--- config.mk ---
export PLATFORM = sky130hd
export DESIGN_NAME = coprocessor_mailbox_bridge_core
export DESIGN_NICKNAME = d
export VERILOG_FILES = /design/src/rtl/core/cmb_pkg.sv /design/src/rtl/core/cmb_in_stage.sv /design/src/rtl/core/cmb_bridge_regs.sv /design/src/rtl/core/cmb_out_stage.sv /design/src/rtl/core/coprocessor_mailbox_bridge_core.sv
export SDC_FILE = /design/constraint.sdc
export NUM_CORES = 1
export LEC_CHECK = 0
export BUFFER_PORTS_ARGS = -buffer_cell sky130_fd_sc_hd__buf_4
export CAP_MARGIN = 20
export CORE_UTILIZATION = 25
export DETAILED_ROUTE_END_ITERATION = 16
export MAX_ROUTING_LAYER = met4
export SLEW_MARGIN = 5
export SYNTH_ARGS = -nofsm -noshare
export SYNTH_HDL_FRONTEND = slang
export SYNTH_HIERARCHICAL = 1
export SYNTH_SLANG_ARGS = --single-unit
--- constraint.sdc ---
create_clock -name clk -period 3.2 [get_ports clk]
set_input_delay 0.48 -clock clk [delete_from_list [all_inputs] [get_ports clk]]
set_output_delay 0.48 -clock clk [all_outputs]
set_load 0.05 [all_outputs]
--- src/rtl/core/cmb_pkg.sv ---
// ----------------------------------------------------------------------------
// Mailbox bridge package
// Beat types, operation codes, window offsets and host addresses shared by
// the bridge core and its stages.
// ----------------------------------------------------------------------------
`default_nettype none

package cmb_pkg;

    typedef enum logic [2:0] {
        OP_COP_IDLE   = 3'd0,
        OP_COP_READ   = 3'd1,
        OP_COP_WRITE  = 3'd2,
        OP_HOST_READ  = 3'd3,
        OP_HOST_WRITE = 3'd4
    } op_t;

    typedef struct packed {
        logic [2:0]  operation;
        logic [15:0] address;
        logic [7:0]  data;
    } cmd_t;

    typedef struct packed {
        logic [7:0]  read_data;
        logic [7:0]  status_bits;
        logic [23:0] timer_value;
        logic        core_reset;
    } rsp_t;

    localparam int unsigned DelayWidth = 17;
    localparam int unsigned TimerWidth = 24;

    localparam logic [DelayWidth-1:0] READY_DELAY_RESET = 17'd65536;

    // Coprocessor window offsets.
    localparam logic [5:0] COP_TO_HOST   = 6'h00;
    localparam logic [5:0] COP_MAILBOX   = 6'h10;
    localparam logic [5:0] COP_SIGNAL    = 6'h10;
    localparam logic [5:0] COP_STATUS    = 6'h20;
    localparam logic [5:0] COP_LATCH_LO  = 6'h20;
    localparam logic [5:0] COP_LATCH_MID = 6'h24;
    localparam logic [5:0] COP_LATCH_HI  = 6'h28;
    localparam logic [5:0] COP_TIMER_GO  = 6'h2c;

    // Host addresses after masking.
    localparam logic [15:0] HOST_ADDR_MASK = 16'hff06;
    localparam logic [15:0] HOST_DATA      = 16'h3800;
    localparam logic [15:0] HOST_SIGNAL    = 16'h3802;
    localparam logic [15:0] HOST_STATUS    = 16'h3804;

    function automatic logic [7:0] status_byte(input logic to_host_full,
                                               input logic signal_flag,
                                               input logic to_cop_full,
                                               input logic ready_flag);
        status_byte = {ready_flag, 3'b000, to_cop_full, signal_flag, 1'b0, to_host_full};
    endfunction

endpackage

`default_nettype wire

--- src/rtl/core/cmb_in_stage.sv ---
// ----------------------------------------------------------------------------
// Command input register
// Holds one command beat until the bridge takes it; refills in the same
// cycle so that a beat can enter on every clock while the bridge keeps taking them.
// ----------------------------------------------------------------------------
`default_nettype none

module cmb_in_stage (
    input  wire logic          clk,
    input  wire logic          rst_n,
    input  wire logic          cmd_valid,
    output logic               cmd_ready,
    input  wire cmb_pkg::cmd_t cmd,
    input  wire logic          take,
    output logic               item_valid,
    output cmb_pkg::cmd_t      item
);

    logic          valid_reg;
    logic          valid_next;
    cmb_pkg::cmd_t item_reg;

    assign cmd_ready  = !valid_reg || take;
    assign valid_next = (valid_reg && !take) || cmd_valid;

    always_ff @(posedge clk or negedge rst_n)
    begin
        if (!rst_n)
        begin
            valid_reg <= 1'b0;
        end
        else
        begin
            if (cmd_ready)
            begin
                valid_reg <= valid_next;
            end
        end
    end

    always_ff @(posedge clk)
    begin
        if (cmd_valid && cmd_ready)
        begin
            item_reg <= cmd;
        end
    end

    assign item_valid = valid_reg;
    assign item       = item_reg;

endmodule

`default_nettype wire

--- src/rtl/core/cmb_bridge_regs.sv ---
// ----------------------------------------------------------------------------
// Bridge registers and access decode
// Mailboxes, signal flag, timer latch, countdown and ready sequencing; works
// out the result of the held command and commits the new state when it moves.
// ----------------------------------------------------------------------------
`default_nettype none

module cmb_bridge_regs (
    input  wire logic                              clk,
    input  wire logic                              rst_n,
    input  wire logic                              cfg_we,
    input  wire logic [cmb_pkg::DelayWidth-1:0]    cfg_wdata,
    input  wire logic                              fire,
    input  wire cmb_pkg::cmd_t                     item,
    output cmb_pkg::rsp_t                          result
);

    logic [cmb_pkg::DelayWidth-1:0] ready_delay_reg;
    logic [7:0]                     to_cop_byte_reg;
    logic                           to_cop_full_reg;
    logic [7:0]                     to_host_byte_reg;
    logic                           to_host_full_reg;
    logic                           signal_flag_reg;
    logic [cmb_pkg::TimerWidth-1:0] latch_value_reg;
    logic [cmb_pkg::TimerWidth-1:0] countdown_reg;
    logic                           reset_held_reg;
    logic                           ready_flag_reg;
    logic [cmb_pkg::DelayWidth-1:0] boot_steps_reg;

    logic [7:0]                     to_cop_byte_next;
    logic                           to_cop_full_next;
    logic [7:0]                     to_host_byte_next;
    logic                           to_host_full_next;
    logic                           signal_flag_next;
    logic [cmb_pkg::TimerWidth-1:0] latch_value_next;
    logic [cmb_pkg::TimerWidth-1:0] countdown_next;
    logic                           reset_held_next;
    logic                           ready_flag_next;
    logic [cmb_pkg::DelayWidth-1:0] boot_steps_next;
    logic [7:0]                     read_data;
    logic                           pulse;

    always_comb
    begin
        logic [5:0]  offset;
        logic [15:0] host_addr;

        offset            = item.address[5:0];
        host_addr         = item.address & cmb_pkg::HOST_ADDR_MASK;
        to_cop_byte_next  = to_cop_byte_reg;
        to_cop_full_next  = to_cop_full_reg;
        to_host_byte_next = to_host_byte_reg;
        to_host_full_next = to_host_full_reg;
        signal_flag_next  = signal_flag_reg;
        latch_value_next  = latch_value_reg;
        countdown_next    = countdown_reg;
        reset_held_next   = reset_held_reg;
        ready_flag_next   = ready_flag_reg;
        boot_steps_next   = boot_steps_reg;
        read_data         = 8'h00;
        pulse             = 1'b0;

        // Every coprocessor operation counts one step before its access.
        if (item.operation == cmb_pkg::OP_COP_IDLE || item.operation == cmb_pkg::OP_COP_READ
            || item.operation == cmb_pkg::OP_COP_WRITE)
        begin
            if (countdown_reg != '0)
            begin
                countdown_next = countdown_reg - 1'b1;
            end
            if (!reset_held_reg && !ready_flag_reg)
            begin
                boot_steps_next = boot_steps_reg + 1'b1;
                if (boot_steps_next >= ready_delay_reg)
                begin
                    ready_flag_next = 1'b1;
                end
            end
        end

        unique case (item.operation)
            cmb_pkg::OP_COP_READ:
            begin
                if (offset == cmb_pkg::COP_MAILBOX)
                begin
                    if (to_cop_full_reg)
                    begin
                        to_cop_full_next = 1'b0;
                        read_data        = to_cop_byte_reg;
                    end
                end
                else if (offset == cmb_pkg::COP_STATUS)
                begin
                    read_data = cmb_pkg::status_byte(to_host_full_reg, signal_flag_reg,
                                                     to_cop_full_reg, ready_flag_next);
                end
            end
            cmb_pkg::OP_COP_WRITE:
            begin
                unique case (offset)
                    cmb_pkg::COP_TO_HOST:
                    begin
                        to_host_full_next = 1'b1;
                        to_host_byte_next = item.data;
                    end
                    cmb_pkg::COP_SIGNAL:    signal_flag_next = 1'b1;
                    cmb_pkg::COP_LATCH_LO:  latch_value_next[7:0] = item.data;
                    cmb_pkg::COP_LATCH_MID: latch_value_next[15:8] = item.data;
                    cmb_pkg::COP_LATCH_HI:  latch_value_next[23:16] = item.data;
                    cmb_pkg::COP_TIMER_GO:  countdown_next = latch_value_reg;
                    default:
                    begin
                    end
                endcase
            end
            cmb_pkg::OP_HOST_READ:
            begin
                if (host_addr == cmb_pkg::HOST_DATA)
                begin
                    if (to_host_full_reg)
                    begin
                        to_host_full_next = 1'b0;
                        read_data         = to_host_byte_reg;
                    end
                end
                else if (host_addr == cmb_pkg::HOST_SIGNAL)
                begin
                    signal_flag_next = 1'b0;
                end
                else if (host_addr == cmb_pkg::HOST_STATUS)
                begin
                    read_data = cmb_pkg::status_byte(to_host_full_reg, signal_flag_reg,
                                                     to_cop_full_reg, ready_flag_reg);
                end
            end
            cmb_pkg::OP_HOST_WRITE:
            begin
                if (host_addr == cmb_pkg::HOST_SIGNAL)
                begin
                    to_cop_full_next = 1'b1;
                    to_cop_byte_next = item.data;
                end
                else if (host_addr == cmb_pkg::HOST_STATUS)
                begin
                    if (!reset_held_reg && item.data[0])
                    begin
                        ready_flag_next   = 1'b0;
                        signal_flag_next  = 1'b0;
                        countdown_next    = '0;
                        latch_value_next  = '0;
                        to_cop_full_next  = 1'b0;
                        to_host_full_next = 1'b0;
                        boot_steps_next   = '0;
                        pulse             = 1'b1;
                    end
                    reset_held_next = item.data[0];
                end
            end
            default:
            begin
            end
        endcase

        result.read_data   = read_data;
        result.status_bits = cmb_pkg::status_byte(to_host_full_next, signal_flag_next,
                                                  to_cop_full_next, ready_flag_next);
        result.timer_value = countdown_next;
        result.core_reset  = pulse;
    end

    always_ff @(posedge clk or negedge rst_n)
    begin
        if (!rst_n)
        begin
            ready_delay_reg  <= cmb_pkg::READY_DELAY_RESET;
            to_cop_byte_reg  <= 8'h00;
            to_cop_full_reg  <= 1'b0;
            to_host_byte_reg <= 8'h00;
            to_host_full_reg <= 1'b0;
            signal_flag_reg  <= 1'b0;
            latch_value_reg  <= '0;
            countdown_reg    <= '0;
            reset_held_reg   <= 1'b0;
            ready_flag_reg   <= 1'b0;
            boot_steps_reg   <= '0;
        end
        else
        begin
            if (cfg_we)
            begin
                ready_delay_reg <= cfg_wdata;
            end
            if (fire)
            begin
                to_cop_byte_reg  <= to_cop_byte_next;
                to_cop_full_reg  <= to_cop_full_next;
                to_host_byte_reg <= to_host_byte_next;
                to_host_full_reg <= to_host_full_next;
                signal_flag_reg  <= signal_flag_next;
                latch_value_reg  <= latch_value_next;
                countdown_reg    <= countdown_next;
                reset_held_reg   <= reset_held_next;
                ready_flag_reg   <= ready_flag_next;
                boot_steps_reg   <= boot_steps_next;
            end
        end
    end

endmodule

`default_nettype wire

--- src/rtl/core/cmb_out_stage.sv ---
// ----------------------------------------------------------------------------
// Response output register
// Holds one response beat until it is taken and reloads in the same cycle.
// ----------------------------------------------------------------------------
`default_nettype none

module cmb_out_stage (
    input  wire logic          clk,
    input  wire logic          rst_n,
    input  wire logic          load,
    input  wire cmb_pkg::rsp_t result,
    output logic               can_load,
    output logic               rsp_valid,
    input  wire logic          rsp_ready,
    output cmb_pkg::rsp_t      rsp
);

    logic          valid_reg;
    cmb_pkg::rsp_t rsp_reg;

    assign can_load = !valid_reg || rsp_ready;

    always_ff @(posedge clk or negedge rst_n)
    begin
        if (!rst_n)
        begin
            valid_reg <= 1'b0;
        end
        else
        begin
            if (can_load)
            begin
                valid_reg <= load;
            end
        end
    end

    always_ff @(posedge clk)
    begin
        if (load)
        begin
            rsp_reg <= result;
        end
    end

    assign rsp_valid = valid_reg;
    assign rsp       = rsp_reg;

endmodule

`default_nettype wire

--- src/rtl/core/coprocessor_mailbox_bridge_core.sv ---
// ----------------------------------------------------------------------------
// Coprocessor mailbox bridge core
// Path: a command beat is registered in the input stage, and its response beat in the output stage.
// Throughput: one beat per cycle while the response side keeps taking beats.
// Reset (async, rst_n low): all flags, bytes and timers clear; ready_delay = 65536.
// ----------------------------------------------------------------------------
`default_nettype none

module coprocessor_mailbox_bridge_core (
    input  wire logic                           clk,
    input  wire logic                           rst_n,
    input  wire logic                           cmd_valid,
    output logic                                cmd_ready,
    input  wire cmb_pkg::cmd_t                  cmd,
    output logic                                rsp_valid,
    input  wire logic                           rsp_ready,
    output cmb_pkg::rsp_t                       rsp,
    input  wire logic                           cfg_we,
    input  wire logic [cmb_pkg::DelayWidth-1:0] cfg_wdata
);

    logic          item_valid;
    cmb_pkg::cmd_t item;
    cmb_pkg::rsp_t result;
    logic          can_load;
    logic          fire;

    assign fire = item_valid && can_load;

    cmb_in_stage u_in_stage (
        .clk        (clk),
        .rst_n      (rst_n),
        .cmd_valid  (cmd_valid),
        .cmd_ready  (cmd_ready),
        .cmd        (cmd),
        .take       (fire),
        .item_valid (item_valid),
        .item       (item)
    );

    cmb_bridge_regs u_bridge_regs (
        .clk       (clk),
        .rst_n     (rst_n),
        .cfg_we    (cfg_we),
        .cfg_wdata (cfg_wdata),
        .fire      (fire),
        .item      (item),
        .result    (result)
    );

    cmb_out_stage u_out_stage (
        .clk       (clk),
        .rst_n     (rst_n),
        .load      (fire),
        .result    (result),
        .can_load  (can_load),
        .rsp_valid (rsp_valid),
        .rsp_ready (rsp_ready),
        .rsp       (rsp)
    );

`ifndef SYNTHESIS
    // Input stalls only when both registers hold beats and the response is blocked.
    assert property (@(posedge clk) disable iff (!rst_n)
        !cmd_ready |-> (item_valid && rsp_valid && !rsp_ready))
        else $error("command stalled without a blocked response");

    // A core reset response reports cleared status bits, timer value and read data.
    assert property (@(posedge clk) disable iff (!rst_n)
        (rsp_valid && rsp.core_reset) |->
            (rsp.status_bits == 8'h00 && rsp.timer_value == '0 && rsp.read_data == 8'h00))
        else $error("core reset response shows uncleared bridge state");

    // Unused status positions stay zero.
    assert property (@(posedge clk) disable iff (!rst_n)
        rsp_valid |-> ((rsp.status_bits & 8'h72) == 8'h00))
        else $error("reserved status bits set");

    // A moved command always lands in the response register.
    assert property (@(posedge clk) disable iff (!rst_n)
        fire |=> rsp_valid)
        else $error("response beat lost after command moved");
`endif

endmodule

`default_nettype wire
==> impl_metrics.yaml, run 1 <==
cells_and_area:
  area_delta_synth_final_pct: 22.06
  register_area_um2: 4611
  mostFrequentLayoutCells: "buf_4 (113), dfrtp_1 (104), nand2_1 (80)"
  n_fill_cell: 3461
  fin_nets: 930
  final_common_cell: "buf_4"
  drive_gt1_share_pct: 25.86
  multi_input_area_um2: 3670
  antenna_cells: 0
  design_area_um2: 10410
  fin_cells: 1322
  largest_reg_flops: 41
  fin_util_pct: 31.05
power:
  cellPowerDensity_nw_per_um2: 624.5
  p_leak_nw: 4.323
  vdd_drop_max_mv: 0.3344
floorplanning:
  die_w_um: 186.7
  io_pins: 92
  die_area_um2: 34870
  core_um2: 33530
  rows: 67
  die_height_um: 186.7
  start_util_pct: 25.44
synth:
  synthCells: 767
  netlist_area_um2: 8531
  yosys_warnings: 6
  syn_area_per_cell_um2: 11.12
worst_setup_path:
  r2r-start: "u_bridge_regs/boot_steps_reg[0]"
  cp-end-kind: "flop"
  critical_path_required_ps: 3370
  crit_type: "reg2reg"
  cp_max_fo: 4
  worst_ep_arrival_time_ps: 3160
  crit_start: "u_bridge_regs/boot_steps_reg[0]"
  cp-start-kind: "flop"
place:
  dp.cells: 1288
  gp_congestion: 0.8251
  placed_cell_area_um2: 9758
  port-buffer-count: 89
  dp_hpwl_um: 14800
sta:
  slew_headroom_pct: 47.38
  hold_viol: 0
  fin_skew_ps: 14.68
  slew_violations: 0
  fmax_mhz: 334.2
  fin_crit_ps: 2992
  worst_hold_slack_ps: 127.1
  worst_pin_slew_ps: 789.2
  finalCritPeriodShare_pct: 93.50
  rsz0062_at_grt: "false"
  setup_viol: 0
  setup_tns_ps: 0
grt:
  grt_first_pass_wirelength_um: 32690
  grt_start_max_net_pins: 57
  grt_antenna_before_repair: 0
  grt_pass1_vias: 6016
  grt_overflow: 0
  grt_usage_pct: 12.32
hold_path:
  hp-class: "in2async"
cts:
  cts.sinks: 171
  cts_buffer_depth: 2
  root_buffer: "clkbuf_16"
  clk_pin_slew_ps: 70
  tritoncts: "done"
  cts_buffers: 17
  h-tree-depth: 4
  clkLatencyLatePin_ps: 430
drt:
  totalWireLength_um: 20660
  drtPass1Iterations: 5
  ant_nets: 0
  drc_errors: 0
  first_iter_violations: 445
  wl_per_cell_um: 15.63
  vias: 6140
  vias_per_cell: 4.644
run_status:
  status: "finished, final reports clean"
job:
  maxCapViolCount: 0
report_power, final:
part           leakage, nW  total, mW  internal [mW]  switching, mW
Combinational         2.03       1.55          0.575          0.970
Clock                0.295       2.08           1.16          0.920
Sequential            2.00       2.87           2.61          0.260
per-stage QoR:
step | power (mW) | setup slack (ps)
floorplan | 3.943 | 89.83
global placement | 4.414 | 52.42
detailed placement | 4.451 | -47.42
CTS | 6.565 | 14.41
global route | 6.840 | 22.57
finish | 6.502 | 208.1
worst paths after layout:
kind	endpoint	slack (ps)	depth (start not counted)
max	u_out_stage/rsp[40]	210	13
min	u_bridge_regs/ready_delay_reg[3]	130	1
max reg2reg	u_out_stage/rsp[40]	210	13
min reg2reg	u_bridge_regs/to_host_byte_reg[4]	510	1
max in group asynchronous	u_bridge_regs/to_cop_byte_reg[3]	2310	2
min in group clk	u_in_stage/item[4]	220	1
area by class of cell:
cell class	instances	share of cell area, %
Clock buffer	20	4.494
Tap cell	448	5.383
Timing Repair Buffer	114	8.339
Sequential cell	171	44.28
Clock inverter	12	1.214
Multi-Input combinational cell	528	35.24
Inverter	29	1.045
per-layer routing:
layer | global-route usage (%) | vias to the layer above | routed length [um]
met4 | 2.869 | 0 | 194
met5 | - | - | 0
li1 | - | 2983 | -
met1 | 16.87 | 2998 | 10040
met3 | 3.235 | 11 | 1022
met2 | 18.08 | 148 | 9406
critical path: stages, from the launching register on:
cell      delay, ps
dfrtp_1         390
ha_1            220
and3_1          270
nand3_2         140
nor2_4          160
nand4_1         170
xnor2_2         180
ha_1            280
nand4_1         140
nor3_1           70
a211oi_1        190
o21ai_0         160
a21oi_2         240
o21ai_0         110
timing repair:
action | CTS | global route
gates resized for setup | 1 | 10
hold buffers | 0 | 0
pin swaps | 0 | 2
buffers inserted | 0 | 2
setup endpoints to repair | 2 | 3
gates cloned | 0 | 0
Note: power is estimated with default switching activity, not from simulation.
==> run 2: changes to the inputs <==
--- a/config.mk
+++ b/config.mk
@@ -7,6 +7,7 @@
 export LEC_CHECK = 0
 export BUFFER_PORTS_ARGS = -buffer_cell sky130_fd_sc_hd__buf_4
 export CAP_MARGIN = 20
+export CORE_MARGIN = 2
 export CORE_UTILIZATION = 25
 export DETAILED_ROUTE_END_ITERATION = 16
 export MAX_ROUTING_LAYER = met4
==> run 2 against run 1 <==
Compared with the run above: die area is 2.2% higher; clock-buffer cell count stayed put; global-route usage is 0.20 points lower; sequential share of layout area is 0.25 points higher; largest power group unchanged; non-clock buffer count is 3 lower; via count stayed put; combinational power hardly changed; total power is 2.2% lower; final area is 0.56% lower; flip-flop and latch count stayed put; register-to-register slack hardly changed.
==> impl_metrics.yaml, run 2 (synthesized netlist as in run 1, its figures left out) <==
cells_and_area:
  largest_reg_flops: 41
  final_common_cell: "buf_4"
  fin_util_pct: 30.88
  drive_gt1_share_pct: 25.60
  mostFrequentLayoutCells: "buf_4 (110), dfrtp_1 (104), nand2_1 (80)"
  fin_nets: 927
  antenna_cells: 0
  area_delta_synth_final_pct: 21.37
  n_fill_cell: 3470
worst_setup_path:
  r2r-end: "u_out_stage/rsp[40]"
  r2r-start: "u_bridge_regs/boot_steps_reg[2]"
  r2r_setup_slack_ps: 210
  worst_ep_arrival_time_ps: 3150
  critical_path_required_ps: 3370
  crit_start: "u_bridge_regs/boot_steps_reg[2]"
  cp-start-kind: "flop"
  reg2reg_depth: 11
  cp_max_fo: 4
  cp-end-kind: "flop"
  crit_type: "reg2reg"
sta:
  fmax_mhz: 334.8
  setup_tns_ps: 0
  fin_crit_ps: 2987
  worst_hold_slack_ps: 113.0
  hold_viol: 0
  fin_skew_ps: 12.14
  finalWorstSetupSlack_ps: 212.8
  worst_pin_slew_ps: 745.6
  setup_viol: 0
  slew_violations: 0
  finalCritPeriodShare_pct: 93.35
  slew_headroom_pct: 50.30
drt:
  drtPass1Iterations: 7
  wl_per_cell_um: 15.32
  totalWireLength_um: 20200
  dr_wl_met3_um: 816
  ant_nets: 0
  dr_wl_met2_um: 9185
  vias: 6140
  vias_per_cell: 4.655
  dr.max_layer_used: "met4"
  first_iter_violations: 451
  wirelength_met1_um: 9940
  drc_errors: 0
cts:
  tritoncts: "done"
  post-cts-setup-buffers: 0
  clk_pin_slew_ps: 70
  h-tree-depth: 4
  cts_buffer_depth: 2
  cts_buffers: 17
  root_buffer: "clkbuf_16"
  clkLatencyLatePin_ps: 430
  cts.sinks: 171
  hold_buffers: 0
grt:
  grt_usage_pct: 12.12
  grt_overflow: 0
  grt_antenna_before_repair: 0
  grt_first_pass_wirelength_um: 33020
  grt_pass1_vias: 6190
  grt_start_max_net_pins: 63
power:
  switching_share_pct: 33.63
  vdd_drop_max_mv: 0.3688
  total_power_mw: 6.356
  power_switching_mw: 2.138
  p_clk_share_pct: 30.9
  p_comb_share_pct: 23.9
  internal_power_mw: 4.219
  seqPwrFrac_pct: 45.2
  p_leak_nw: 4.293
  cellPowerDensity_nw_per_um2: 613.9
hold_path:
  hp-class: "in2async"
place:
  gp_congestion: 0.8340
  pre_cts_ws_ps: -60.14
  dp_hpwl_um: 14750
  port-buffer-count: 89
floorplanning:
  core_um2: 33530
  io_pins: 92
  die_area_um2: 35620
  die_w_um: 188.7
  rows: 67
  start_util_pct: 25.44
  die_height_um: 188.7
job:
  maxCapViolCount: 0
run_status:
  status: "finished, final reports clean"
-- run 2: worst max-delay path by stage --
stage          slack [ps]                               end  depth (start not counted)
2_1_floorplan          90  u_bridge_regs/boot_steps_reg[13]                          8
3_3_place_gp           60               u_out_stage/rsp[40]                         13
3_5_place_dp          -60               u_out_stage/rsp[40]                         13
4_1_cts                20               u_out_stage/rsp[40]                         13
5_1_grt               -60               u_out_stage/rsp[40]                         13
6_report              210               u_out_stage/rsp[40]                         11
-- run 2: cell type report --
cell class                 count  area, um2  share of cell area, %
tap                          448      560.5                  5.414
multi-input combinational    528       3675                  35.49
timing repair buffer         111      845.8                  8.169
inverter                      29      108.9                  1.051
clock inverter                12      106.4                  1.027
clock buffer                  20      446.7                  4.314
sequential                   171       4611                  44.53
-- run 2: stage by stage --
step | std cells | cell area [um2]
3_5_place_dp | 1287 | 9751
3_3_place_gp | 1287 | 9751
6_report | 1319 | 10350
5_1_grt | 1319 | 10350
2_1_floorplan | 770 | 8543
4_1_cts | 1319 | 10310
-- run 2: critical path, cell delays in order (launching register included) --
cell and delay [ps]:
dfrtp_1 410, nand3_1 120, or4_1 650, nor2_2 190
xor2_1 200, ha_1 260, nand4_1 150, nor3_1 70
a211oi_1 190, o21ai_0 130, a21oi_2 240, o21ai_1 110
-- run 2: power groups by stage --
stage / logic, mW / registers [mW] / clock network, mW
after CTS: 1.54 / 2.87 / 2.03
final: 1.52 / 2.87 / 1.96
after detailed placement: 1.53 / 2.92 / 0
after global routing: 1.67 / 2.91 / 2.12
after global placement: 1.51 / 2.91 / 0
after floorplan: 0.768 / 3.18 / 0
-- run 2: repair_timing --
item,CTS,global route
pin swaps,0,4
setup endpoints to repair,1,3
resized for setup,1,12
-- run 2: routing by layer --
| layer | vias to the layer above | track usage, % |
|---|---|---|
| li1 | 2988 | - |
| met1 | 2999 | 16.68 |
| met2 | 140 | 18.14 |
| met3 | 13 | 2.291 |
| met4 | 0 | 3.516 |
| met5 | - | - |
==> run 3: changes to the inputs <==
==> constraint.sdc (replaced) <==
create_clock -name clk -period 3.4 [get_ports clk]
set_input_delay 0.51 -clock clk [delete_from_list [all_inputs] [get_ports clk]]
set_output_delay 0.51 -clock clk [all_outputs]
set_load 0.05 [all_outputs]
==> run 3 against run 2 <==
Compared with the run above: hold slack worse by 5.7 ps; global-route usage up 0.28 points; flip-flop and latch count unchanged; core utilization down 0.10 points; first-iteration DRC count decreased by 2.4%; via count hardly changed; sequential share of layout area up 0.15 points.
==> impl_metrics.yaml, run 3 (synthesized netlist as in run 1, its figures left out) <==
run_status:
  status: "finished, final reports clean"
grt:
  met1_usage_pct: 16.92
  grt_usage_pct: 12.40
  grt_pass1_vias: 6107
  busiest_layer: "met2"
  met2_usage_pct: 18.57
  grt_antenna_before_repair: 0
  grt_overflow: 0
  grt_start_max_net_pins: 59
  grt_first_pass_wirelength_um: 33410
  met3_usage_pct: 2.179
cts:
  cts.sinks: 171
  tritoncts: "done"
  h-tree-depth: 4
  root_buffer: "clkbuf_16"
  clk_pin_slew_ps: 70
  post-cts-setup-buffers: 0
  clkLatencyLatePin_ps: 440
  hold_buffers: 0
  cts_buffers: 17
  cts_buffer_depth: 2
worst_setup_path:
  critical_path_required_ps: 3580
  crit_start: "u_bridge_regs/boot_steps_reg[0]"
  cp_max_fo: 6
  cp-end-kind: "flop"
  worst_ep_arrival_time_ps: 3300
  r2r-end: "u_out_stage/rsp[40]"
  crit_type: "reg2reg"
  cp_slowest_cell: "or4_1"
  worstPathCellList: "nand3_1 -> or4_1 -> nor2_1 -> xor2_1 -> ha_1 -> nand4_1 -> nor3_1 -> a211oi_1 -> o21ai_0 -> a21oi_2 -> o21ai_0"
  cp-start-kind: "flop"
  r2r-start: "u_bridge_regs/boot_steps_reg[0]"
  endpoint: "u_out_stage/rsp[40]"
  path_common_cell: "o21ai_0"
  r2r_setup_slack_ps: 280
  reg2reg_depth: 11
  cpPeakStageDelay_ps: 690
cells_and_area:
  n_fill_cell: 3513
  largest_reg_flops: 41
  register_area_um2: 4611
  antenna_cells: 0
  multi_input_area_um2: 3647
  fin_nets: 923
  drive_gt1_share_pct: 24.68
  area_delta_synth_final_pct: 20.96
  fin_util_pct: 30.77
  mostFrequentLayoutCells: "buf_4 (106), dfrtp_1 (104), nand2_1 (80)"
  final_common_cell: "buf_4"
sta:
  fmax_mhz: 320.7
  setup_viol: 0
  fin_crit_ps: 3119
  setup_tns_ps: 0
  hold_viol: 0
  finalCritPeriodShare_pct: 91.72
  worst_pin_slew_ps: 777.4
  fin_skew_ps: 15.47
  slew_violations: 0
  slew_headroom_pct: 48.07
job:
  maxCapViolCount: 0
floorplanning:
  core_um2: 33530
  io_pins: 92
  rows: 67
  die_area_um2: 35620
  start_util_pct: 25.44
  die_w_um: 188.7
  die_height_um: 188.7
drt:
  totalWireLength_um: 20690
  vias: 6139
  first_iter_violations: 440
  drc_errors: 0
  drtPass1Iterations: 5
  vias_per_cell: 4.668
  ant_nets: 0
  wl_per_cell_um: 15.74
place:
  port-buffer-count: 89
  dp_hpwl_um: 14600
  gp_congestion: 0.8241
power:
  p_leak_nw: 4.274
  vdd_drop_max_mv: 0.3236
  cellPowerDensity_nw_per_um2: 590.9
hold_path:
  hp-class: "in2async"
==> run 3: cell types whose count changed in the layout (fill, tap and decap cells not counted), sizes merged <==
| cell | before | now |
|---|---|---|
| buf | 111 | 107 |
| clkbuf | 20 | 17 |
| inv | 36 | 38 |
| bufinv | 0 | 1 |
==> run 3: what timing repair did <==
| item | in CTS | in global routing |
|---|---|---|
| gates resized for setup | 0 | 6 |
| endpoints found under the hold margin | 0 | 0 |
| endpoints found under the setup margin | 0 | 3 |
==> run 3: power breakdown <==
part / internal [mW] / switching [mW] / total [mW]
clock: 1.04 / 0.918 / 1.96
sequential: 2.46 / 0.247 / 2.71
combinational: 0.521 / 0.914 / 1.44
total: 4.02 / 2.08 / 6.10
==> run 3: metrics by stage <==
stage / hold slack [ps] / setup slack, ps / instance area [um2] / total power, mW / cells
floorplan: 214.4 / 289.8 / 8543 / 3.712 / 770
global placement: 487.2 / 230.7 / 9721 / 4.147 / 1283
detailed placement: 495.2 / 146.2 / 9721 / 4.183 / 1283
CTS: 130.6 / 123.5 / 10300 / 6.174 / 1315
global route: 159.0 / -5.622 / 10320 / 6.407 / 1315
finish: 107.4 / 281.5 / 10320 / 6.097 / 1315
==> run 3: worst min-delay path by stage <==
| stage | startpoint | endpoint | slack [ps] |
|---|---|---|---|
| after floorplan | rst_n | u_bridge_regs/boot_steps_reg[0] | 210 |
| after global placement | u_bridge_regs/to_host_byte_reg[0] | u_bridge_regs/to_host_byte_reg[0] | 490 |
| after detailed placement | u_bridge_regs/to_host_byte_reg[1] | u_bridge_regs/to_host_byte_reg[1] | 500 |
| after CTS | rst_n | u_in_stage/item_valid | 130 |
| after global routing | rst_n | u_in_stage/item_valid | 160 |
| final | rst_n | u_in_stage/item_valid | 110 |
==> run 3: area by class of cell <==
cell class | count | area share [%]
Tap cell | 448 | 5.432
Timing Repair Buffer | 107 | 7.906
Multi-Input combinational cell | 528 | 35.35
Clock buffer | 17 | 4.123
Inverter | 29 | 1.055
Sequential cell | 171 | 44.68
Clock inverter | 15 | 1.455
==> run 3: worst max-delay path: cells and delay by family (launching register included) <==
kind            cells  cell delay [ps]
fa+ha+maj           1              250
flops               1              420
compound gates      4              690
simple gates        5             1300
xor+xnor            1              200
==> run 3: metal layers <==
layer | part of all wire, % | up-vias | wire (um)
li1 | - | 2974 | -
met1 | 49 | 2991 | 10070
met2 | 46 | 153 | 9416
met3 | 4.3 | 21 | 882
met4 | 1.6 | 0 | 327
met5 | 0 | - | 0
